$ cat config.mk
export PLATFORM = sky130hd
export DESIGN_NAME = bpba_emit
export DESIGN_NICKNAME = d
export VERILOG_FILES = /design/src/bpba_pkg.sv /design/src/bpba_emit.sv
export SDC_FILE = /design/constraint.sdc
export NUM_CORES = 1
export LEC_CHECK = 0
export BUFFER_PORTS_ARGS = -buffer_cell sky130_fd_sc_hd__buf_4
export CORE_AREA = 3 3 522 524
export DETAILED_ROUTE_END_ITERATION = 7
export DIE_AREA = 0 0 525 527
export SETUP_SLACK_MARGIN = 0.5
export SKIP_CTS_REPAIR_TIMING = 1
export SYNTH_ARGS = -nofsm -noshare
export SYNTH_HDL_FRONTEND = slang
export SYNTH_SLANG_ARGS = --single-unit
$ cat constraint.sdc
create_clock -name clk -period 3.8 [get_ports clk]
set_input_delay 0.76 -clock clk [delete_from_list [all_inputs] [get_ports clk]]
set_output_delay 0.76 -clock clk [all_outputs]
set_load 0.01 [all_outputs]
$ cat src/bpba_pkg.sv
package bpba_pkg;

  localparam int BIN_W   = 9;
  localparam int CHAN_W  = 3;
  localparam int POWER_W = 32;
  localparam int SUM_W   = 40;
  localparam int BAND_W  = 2;
  localparam int CFG_W   = 18;
  localparam int CFG_IDX_W = 3;
  localparam int CNT_W   = 4;
  localparam int NUM_BAND_REGS = 4;

  localparam logic [SUM_W-1:0] SUM_MAX = '1;

  // register map
  typedef enum logic [CFG_IDX_W-1:0] {
    REG_BAND0         = 3'd0,
    REG_BAND1         = 3'd1,
    REG_BAND2         = 3'd2,
    REG_BAND3         = 3'd3,
    REG_CHANNEL_COUNT = 3'd4
  } cfg_reg_t;

  localparam logic STATUS_OK    = 1'b0;
  localparam logic STATUS_EMPTY = 1'b1;

  typedef struct packed {
    logic [BIN_W-1:0] lo;
    logic [BIN_W-1:0] hi;
  } band_range_t;

  // accumulator to emitter handoff at block end
  typedef struct packed {
    logic             load;
    logic             seen;
    logic [CNT_W-1:0] nch;
  } handoff_t;

endpackage

$ cat src/bpba_emit.sv
module bpba_emit #(
  parameter int NUM_BANDS    = 4,
  parameter int MAX_CHANNELS = 8
) (
  input  logic                         clk,
  input  logic                         rst,
  input  bpba_pkg::handoff_t           handoff,
  input  logic [bpba_pkg::SUM_W-1:0]   snap [NUM_BANDS][MAX_CHANNELS],
  output logic                         busy,
  output logic                         out_valid,
  input  logic                         out_ready,
  output logic [bpba_pkg::BAND_W-1:0]  band,
  output logic [bpba_pkg::CHAN_W-1:0]  out_channel,
  output logic [bpba_pkg::SUM_W-1:0]   band_power,
  output logic                         status,
  output logic                         last
);
  import bpba_pkg::*;

  localparam int CH_IDX_W   = (MAX_CHANNELS > 1) ? $clog2(MAX_CHANNELS) : 1;
  localparam int BAND_IDX_W = (NUM_BANDS > 1) ? $clog2(NUM_BANDS) : 1;
  localparam logic [BAND_IDX_W-1:0] LAST_BAND = BAND_IDX_W'(NUM_BANDS - 1);

  logic [SUM_W-1:0]      shadow [NUM_BANDS][MAX_CHANNELS];
  logic                  e_empty;
  logic [BAND_IDX_W-1:0] e_band;
  logic [CH_IDX_W-1:0]   e_ch;
  logic [CNT_W-1:0]      e_nch;
  logic                  take;
  logic                  ch_wrap;
  logic                  final_entry;

  assign take        = busy && (!out_valid || out_ready);
  assign ch_wrap     = (CNT_W'(e_ch) + CNT_W'(1)) == e_nch;
  assign final_entry = ch_wrap && (e_band == LAST_BAND);

  always_ff @(posedge clk) begin
    if (handoff.load) begin
      shadow <= snap;
    end
  end

  always_ff @(posedge clk) begin
    if (rst) begin
      busy      <= 1'b0;
      out_valid <= 1'b0;
    end else if (handoff.load) begin
      busy <= 1'b1;
      if (out_ready) begin
        out_valid <= 1'b0;
      end
    end else if (take) begin
      out_valid <= 1'b1;
      if (e_empty || final_entry) begin
        busy <= 1'b0;
      end
    end else if (out_ready) begin
      out_valid <= 1'b0;
    end
  end

  always_ff @(posedge clk) begin
    if (handoff.load) begin
      e_empty <= !handoff.seen;
      e_band  <= '0;
      e_ch    <= '0;
      e_nch   <= handoff.nch;
    end else if (take) begin
      if (e_empty) begin
        band        <= '0;
        out_channel <= '0;
        band_power  <= '0;
        status      <= STATUS_EMPTY;
        last        <= 1'b1;
      end else begin
        band        <= BAND_W'(e_band);
        out_channel <= CHAN_W'(e_ch);
        band_power  <= shadow[e_band][e_ch];
        status      <= STATUS_OK;
        last        <= final_entry;
        if (ch_wrap) begin
          e_ch   <= '0;
          e_band <= e_band + BAND_IDX_W'(1);
        end else begin
          e_ch <= e_ch + CH_IDX_W'(1);
        end
      end
    end
  end

endmodule

==> metrics <==
Setup-failing EPs final 0; Sink Count 1,339; vias in the first global route 31,100; critical path required time 4.32 ns; Post-synth EDFFs 1,332; Gate Count Post-Synth 2,025; Cell Int Power 28.0 mW; endpoints failing hold 0; Worst-Skew Late Latency 0.80 ns; Multi-input gate area 9420 um2; GP Congestion 0.901; Pre-Repair DR Iteration Count 5; crit path DAT 3.53 ns; RSZ-0062 raised after global routing false; clock transition at the registers of the reported paths 0.07 ns; clock network fraction of design power 41.9%; Starting Density 18.7%; via count 30,200; WS Path Type reg -> reg; Die Wd 525 um; Placement Setup Slack 0.481 ns; Final Core Density 26.2%; Site Rows 190; largest net degree at the start of global routing 153; ranking of synthesized cells by area edfxtp_1 (80%), mux4_2 (14%), a22o_1 (1.4%); number of filler cells placed in the layout 26,900; max_cap viols 0; grt ovf 0; PortBufs 1,337; CP Launch Type register; Placed Area 65,000 um2; fin area 70,200 um2; Post-Route WL 234,000 um; CP max FO 37; reg2reg end band_power[31]; CTS Buf Count 158; Sequential Power Share 50.1%; Slew headroom 38.1%; Post-Synth XOR/XNOR Area 0.0873%; Hold Path Sink shadow[325]; first-pass GRT wire length 301,000 um; 1st-iter DRT viols 3,628; synth cell count leaders edfxtp_1 (1,332), mux4_2 (320), a22o_1 (80); DP Wirelength 185,000 um; layout cells sized above 1 55.6%; initial antenna violation count 143; slew at the pin closest to its max-slew limit 0.929 ns; Total Power 36.3 mW; Synth area leader edfxtp_1; CTS Buffer Depth 4; die height 527 um; final setup margin 0.787 ns; count leader, synth edfxtp_1; Synth Register Bits 1,339; Gate power share 8.0%; min Tclk post-route 3.01 ns; Top FF cell, synth edfxtp_1; H-tree Lvls 4; Simple-Gate Fraction of Synth Area 0.329%; setup TNS 0 ns; Area Overhead vs Synth 40.0%; VDD IR-drop max 367 uV; Net Sw Frac 22.7%; main combinational cell family by area after synthesis multiplexers; Tcrit/Tclk final 79.3%; Worst Skew 0.0292 ns; Final Max Slew Viols 0; register area 40,100 um2; Worst Hold Class in -> reg; Switching Power 8.24 mW; Core Area 268,000 um2; worst flop-to-flop path startpoint e_band[0]; fin nets 4,779; area of the die 277,000 um2; Synth Area in Adders 0.0499%; average cell area after synthesis 24.8 um2; mux cell area share after synthesis 14.4%; CP endpoint kind register; root buf cell clkbuf_16; Final ANT Viol Nets 0; WL per Instance 32.6 um; Synth Area in Compound Gates 3.81%; P_leak 25.1 nW; status finished clean; internal reg-to-reg setup slack 0.79 ns; Power per Cell Area 516 nW/um2; syn_nets 3,316; Remaining DRCs 0; total track usage 16.3%; io pins 1,338; distinct cell type count after synthesis 32; Min-Delay Startpoint snap[325]; cells on worst reg2reg path 6; Seq/Total Area, Yosys 80.0%; Mapped Area 50,200 um2; fmax 0.332 GHz; Ys Warns 0; Post-synth ARST share 0%; CTS tree done; Hold Crit Depth 1; vias per cell 4.20; post-synth top area share 79.8%
==> kinds of logic (layout without fill, tap and decap cells) <==
kind of cell             count (synthesis)  in the layout
AO/OA/AOI/OAI                          207            207
XOR/XNOR                                 5              5
adder cells (fa/ha/maj)                  2              2
buffers and inverters                  120           1703
flip-flops                            1339           1339
multiplexers                           322            322
other                                    0             25
AND/OR/NAND/NOR                         30             30
==> worst max path at each step <==
stage	end	startpoint	cells after the start
after floorplan	band[0]	handoff[5]	2
after detailed placement	band_power[8]	e_band[0]	7
after global routing	band_power[13]	e_band[0]	7
after global placement	band_power[37]	e_band[0]	6
after CTS	band_power[8]	e_band[0]	7
final	band_power[31]	e_band[0]	6
==> flip-flops by register name, indices dropped and copies added (netlist names) <==
signal	cells
band	2
band_power	40
busy	1
e_band	2
e_ch	3
e_empty	1
e_nch	4
last	1
out_channel	3
out_valid	1
shadow	1280
status	1
==> layout by cell type (no fill, tap or decap), types with 3 or more instances in the layout <==
cell / count
a221oi_1: 49
a221oi_2: 31
a22o_1: 80
buf_12: 28
buf_4: 1392
bufinv_16: 15
clkbuf_1: 31
clkbuf_16: 161
clkinv_1: 26
clkinv_2: 20
clkinv_4: 5
clkinv_8: 4
clkinvlp_4: 7
dfxtp_1: 5
diode_2: 25
edfxtp_1: 1332
inv_6: 6
inv_8: 3
mux4_2: 320
nor2_1: 7
nor2b_1: 7
o22ai_1: 40
xor2_1: 3
==> metal layers <==
metal,up-vias,track usage [%],routed length (um)
met5,-,0,540
met4,80,5.31,8290
met3,462,6.41,26400
met2,2069,26.7,111000
met1,15600,19.6,88600
li1,11900,-,-
==> power groups by stage <==
stage,clock (mW),combinational [mW],sequential [mW]
final,15.2,2.89,18.2
after global routing,16.2,3.05,18.2
after CTS,15.6,2.93,18.2
after detailed placement,0,2.91,18.5
after global placement,0,2.88,18.5
after floorplan,0,0.948,18.0
==> worst max-delay path, stage by stage, from the launching register on <==
cell,delay [ns]
dfxtp_4,0.37
buf_12,0.29
buf_12,0.29
mux4_2,0.62
a22o_1,0.30
a221oi_1,0.66
o22ai_1,0.14
==> metrics by stage <==
stage,std cells,hold WS [ns]
after global routing,7166,0.0438
after CTS,7160,0.00982
after global placement,6879,0.509
final,7185,0.123
after floorplan,2025,0.515
after detailed placement,6880,0.505
==> layout make-up <==
class	count	area share, %
timing repair buffer	1421	15.7
multi-input combinational	566	13.4
tap	3552	6.33
inverter	2	0.0107
antenna	25	0.0891
sequential	1339	57.2
clock inverter	88	1.36
clock buffer	192	5.90
Power figures use the tool's default switching activity.
