## src/bpba_pkg.sv

```systemverilog
package bpba_pkg;

  localparam int BIN_W   = 9;
  localparam int CHAN_W  = 3;
  localparam int POWER_W = 32;
  localparam int SUM_W   = 40;
  localparam int BAND_W  = 2;
  localparam int CFG_W   = 18;
  localparam int CFG_IDX_W = 3;
  localparam int CNT_W   = 4;
  localparam int NUM_BAND_REGS = 4;

  localparam logic [SUM_W-1:0] SUM_MAX = '1;

  // register map
  typedef enum logic [CFG_IDX_W-1:0] {
    REG_BAND0         = 3'd0,
    REG_BAND1         = 3'd1,
    REG_BAND2         = 3'd2,
    REG_BAND3         = 3'd3,
    REG_CHANNEL_COUNT = 3'd4
  } cfg_reg_t;

  localparam logic STATUS_OK    = 1'b0;
  localparam logic STATUS_EMPTY = 1'b1;

  typedef struct packed {
    logic [BIN_W-1:0] lo;
    logic [BIN_W-1:0] hi;
  } band_range_t;

  // accumulator to emitter handoff at block end
  typedef struct packed {
    logic             load;
    logic             seen;
    logic [CNT_W-1:0] nch;
  } handoff_t;

endpackage

```

## src/bpba_cfg.sv

```systemverilog
module bpba_cfg #(
  parameter int MAX_CHANNELS = 8,
  parameter int FFT_SIZE     = 1024
) (
  input  logic                          clk,
  input  logic                          rst,
  input  logic                          cfg_valid,
  output logic                          cfg_ready,
  input  logic [bpba_pkg::CFG_IDX_W-1:0] cfg_index,
  input  logic [bpba_pkg::CFG_W-1:0]     cfg_data,
  output bpba_pkg::band_range_t          bands [bpba_pkg::NUM_BAND_REGS],
  output logic [bpba_pkg::CNT_W-1:0]     nch
);
  import bpba_pkg::*;

  localparam int TOP = FFT_SIZE / 2 - 1;
  localparam logic [BIN_W-1:0] BIN_TOP = BIN_W'(TOP);
  localparam logic [CNT_W-1:0] CNT_MAX = CNT_W'(MAX_CHANNELS);

  logic [CFG_W-1:0] band_regs [NUM_BAND_REGS];
  logic [CNT_W-1:0] channel_count;

  assign cfg_ready = 1'b1;

  always_ff @(posedge clk) begin
    if (rst) begin
      for (int i = 0; i < NUM_BAND_REGS; i++) begin
        band_regs[i] <= CFG_W'(1);
      end
      channel_count <= CNT_W'(8);
    end else if (cfg_valid) begin
      unique case (cfg_index)
        REG_BAND0:         band_regs[0] <= cfg_data;
        REG_BAND1:         band_regs[1] <= cfg_data;
        REG_BAND2:         band_regs[2] <= cfg_data;
        REG_BAND3:         band_regs[3] <= cfg_data;
        REG_CHANNEL_COUNT: channel_count <= cfg_data[CNT_W-1:0];
        default: ;
      endcase
    end
  end

  // clamp high edge to the last usable bin
  always_comb begin
    for (int i = 0; i < NUM_BAND_REGS; i++) begin
      bands[i].lo = band_regs[i][BIN_W-1:0];
      bands[i].hi = (band_regs[i][2*BIN_W-1:BIN_W] > BIN_TOP) ? BIN_TOP
                                                             : band_regs[i][2*BIN_W-1:BIN_W];
    end
  end

  always_comb begin
    if (channel_count == '0) begin
      nch = CNT_W'(1);
    end else if (channel_count > CNT_MAX) begin
      nch = CNT_MAX;
    end else begin
      nch = channel_count;
    end
  end

endmodule

```

## config.mk

```make
export PLATFORM = sky130hd
export DESIGN_NAME = bpba_cfg
export DESIGN_NICKNAME = d
export VERILOG_FILES = /design/src/bpba_pkg.sv /design/src/bpba_cfg.sv
export SDC_FILE = /design/constraint.sdc
export NUM_CORES = 1
export LEC_CHECK = 0
export ABC_AREA = 1
export CAP_MARGIN = 25
export CORE_MARGIN = 10
export CORE_UTILIZATION = 50
export DETAILED_ROUTE_END_ITERATION = 10
export DONT_BUFFER_PORTS = 1
export PLACE_DENSITY = 0.67
export SLEW_MARGIN = 40
export SYNTH_ARGS = -nofsm -noshare
export SYNTH_HDL_FRONTEND = slang
export SYNTH_SLANG_ARGS = --single-unit
```

## constraint.sdc

```tcl
create_clock -name clk -period 3.8 [get_ports clk]
set_input_delay 0.95 -clock clk [delete_from_list [all_inputs] [get_ports clk]]
set_output_delay 0.95 -clock clk [all_outputs]
set_load 0.01 [all_outputs]
```

==> parameters.txt <==
Parameter                              Value

Status
  Status    completed

STA
  Unrepaired setup endpoints after global routing    no
  Slew Limit Headroom    0.502
  Pins over their slew limit    0
  Slew of the pin with the lowest slew margin    between 700 and 800 ps
  Total of endpoints with negative setup slack in the final report    0
  Setup TNS    0 ps
  Post-route minimum period    around 2400 ps
  Final Hold Fails    0
  Maximum clock frequency    423 MHz
  Clock Skews    0 ps
  Period utilization    0.623

Finish
  Fillers    553
  Number of nets in the layout    247
  Synth-to-layout area growth    -4.63%
  Most used cells in the layout excluding fill and tap cells    77 x sky130_fd_sc_hd__nor2_1, 72 x sky130_fd_sc_hd__edfxtp_1, 24 x sky130_fd_sc_hd__inv_1, 10 x sky130_fd_sc_hd__nand3_1, 9 x sky130_fd_sc_hd__clkbuf_8
  Share of layout cells above drive strength 1    0.101
  Most common library cell in the layout ignoring fill and taps    sky130_fd_sc_hd__nor2_1
  Area of all placed cells without fillers    approximately 3200 um^2
  Count of antenna diodes in the layout    0

Clock network
  CTS Root Cell    sky130_fd_sc_hd__clkbuf_8
  # H-tree levels    3
  Number of buffers added to fix hold violations after cts    0
  Gates resized, CTS repair    0
  Bufs on Longest Clock Path    2
  TritonCTS sink count    76
  TritonCTS clock tree    done
  Number of buffers created by CTS    9
  Clock input transition at the sequential cells of the worst setup and hold paths    ~70 ps
  Clock insertion delay at the later pin of the skew report    ~330 ps
  # Post-CTS Setup Buffers    0

Floorplan
  Overall die area    10400 um^2
  Horizontal die dimension    approximately 100 um
  Vertical die dimension    around 100 um
  CORE AREA    6420 um^2
  Boundary pin count    ~100
  Initial core utilization    0.522
  Number of rows in the core area    29

Routing
  Via count    between 1500 and 2000
  Overall routed net length    6.49 mm
  Remaining design rule violation count    0
  Number of DRC markers after the initial detailed-route iteration    between 50 and 60
  Via-to-Cell Ratio    ~5.2
  Number of iterations in the first detailed-routing pass    4
  WL/cell    21.3 um
  Number of nets with antenna violations after routing    0

Min path
  Hold/Removal Path Class    flop to flop

Worst setup path
  Arrival time at the worst endpoint    ~2300 ps
  Highest net fanout along the worst path    18
  Cell chain of the critical path    clkinv_1 -> nand2_1
  CP bufs+invs    1
  Worst Setup Start Kind    input pin
  Data required time at the worst endpoint    ~3800 ps
  Type of the worst setup path    input pin to flop
  CP endpoint kind    flop
  CP max-delay cell    sky130_fd_sc_hd__nand2_1
  Crit-path leading delay family    simple AND/OR/NAND/NOR gates
  Largest stage delay on the critical path    between 800 and 900 ps

Yosys
  Synthesized netlist net count    318
  Synthesized-area fraction occupied by adder cells    0
  Number of flops mapped to enable cells by yosys    72
  Synthesized-area fraction occupied by xor and xnor cells    0
  Share of the synthesized area in compound gates (AO/OA/AOI/OAI)    0.0105
  Combined area of all synthesized cells    about 3400 um^2
  Number of distinct standard cells referenced by the synthesized netlist    20
  Yosys warning count    0
  Number of flip-flops and latches in the synthesized netlist    between 70 and 80
  Share of synthesized flip-flops with an asynchronous set or reset    0
  Mapped Avg Cell Area    roughly 11 um^2
  Area fraction in and, or, nand and nor cells after synthesis    0.144
  Dominant combinational cell family by area after synthesis    buffers and inverters
  Multiplexer fraction of the synthesized cell area    0
  Synthesized instance count    between 200 and 300
  Sequential cell area fraction in the yosys report    0.669
  Ys flop type    sky130_fd_sc_hd__edfxtp_1

GRT
  Largest net degree at the start of global routing    19
  Wire length of the first global-routing pass    between 9 and 10 mm
  Remaining global-route overflow    0
  Antenna violations before repair    0
  Via count of the first global-routing pass    around 1600
  All-layer global routing usage    0.125

Job
  # Max-Cap Violations    0

Place
  PortBufs    0
  Placed standard-cell area    around 3000 um^2
  Detailed Place HPWL    4.60 mm
  Final weighted congestion of routability-driven global placement    about 0.67

Power and ir drop
  Maximum resistive drop on vdd    slightly above 200 uV
  Standby leakage power    roughly 1.2 nW
  PD cells    540 nW/um^2
==> report_power, final <==
| part | internal [W] | total, W | switching, W |
|---|---|---|---|
| registers | 0.000974 | 0.00103 | 0.0000541 |
| clock network | 0.000360 | 0.000635 | 0.000275 |
| logic | 0.0000109 | 0.0000632 | 0.0000523 |
==> metal layers <==
metal,track usage,share of wire,vias up
met5,0,0,-
met4,0.0586,0.019,0
met3,0.0594,0.075,12
met2,0.207,0.50,63
met1,0.134,0.41,769
li1,-,-,742
==> through the flow <==
stage               std cells  power (W)  hold WS (ps)   util  setup WS [ps]
CTS                       304    0.00174           503  0.498           1400
floorplan                 294    0.00113           452      -            827
detailed placement        289    0.00111           486  0.466           1040
global route              304    0.00179           530  0.498           1300
global placement          289    0.00111           475  0.462           1200
finish                    304    0.00173           501  0.498           1430
==> final cells by class <==
cell class	instances	area (um^2)	share of cell area
Clock buffer	9	124	0.0388
Tap cell	77	96.3	0.0301
Inverter	26	97.6	0.0305
Sequential cell	76	2240	0.702
Multi-Input combinational cell	110	556	0.174
Clock inverter	6	80.1	0.0251
==> path summary, 6_finish.rpt <==
path	startpoint	to	slack [ps]	cells after the start
setup / recovery	rst	band_regs[0][5]$_SDFFCE_PN0P_	1430	2
hold / removal	channel_count[0]$_SDFFE_PP0P_	channel_count[0]$_SDFFE_PP0P_	500	2
setup reg to reg	channel_count[3]$_SDFFE_PP1P_	channel_count[3]$_SDFFE_PP1P_	3110	2
hold reg to reg	channel_count[0]$_SDFFE_PP0P_	channel_count[0]$_SDFFE_PP0P_	500	2
==> synth_stat cells, types with 3 or more instances <==
library cell	n	area [um^2]
sky130_fd_sc_hd__o21ai_0	3	15.0
sky130_fd_sc_hd__dfxtp_1	4	80.1
sky130_fd_sc_hd__nor2_1	77	289
sky130_fd_sc_hd__nand3_1	10	50.1
sky130_fd_sc_hd__inv_1	24	90.1
sky130_fd_sc_hd__buf_4	40	300
sky130_fd_sc_hd__clkbuf_1	37	139
sky130_fd_sc_hd__edfxtp_1	72	2160
sky130_fd_sc_hd__buf_6	4	45.0
sky130_fd_sc_hd__nand4_4	3	63.8
sky130_fd_sc_hd__nand2_1	8	30.0
sky130_fd_sc_hd__a21oi_1	4	20.0
==> logic make-up after synthesis <==
family                 after synthesis
and+or+nand+nor                    102
DFF                                 76
other                                1
buffers and inverters              108
AOI/OAI and AO/OA                    7
==> registers in the layout (all words and copies together), names as in the netlist <==
name,cells
channel_count,4
band_regs,72
Power figures use the tool's default switching activity.
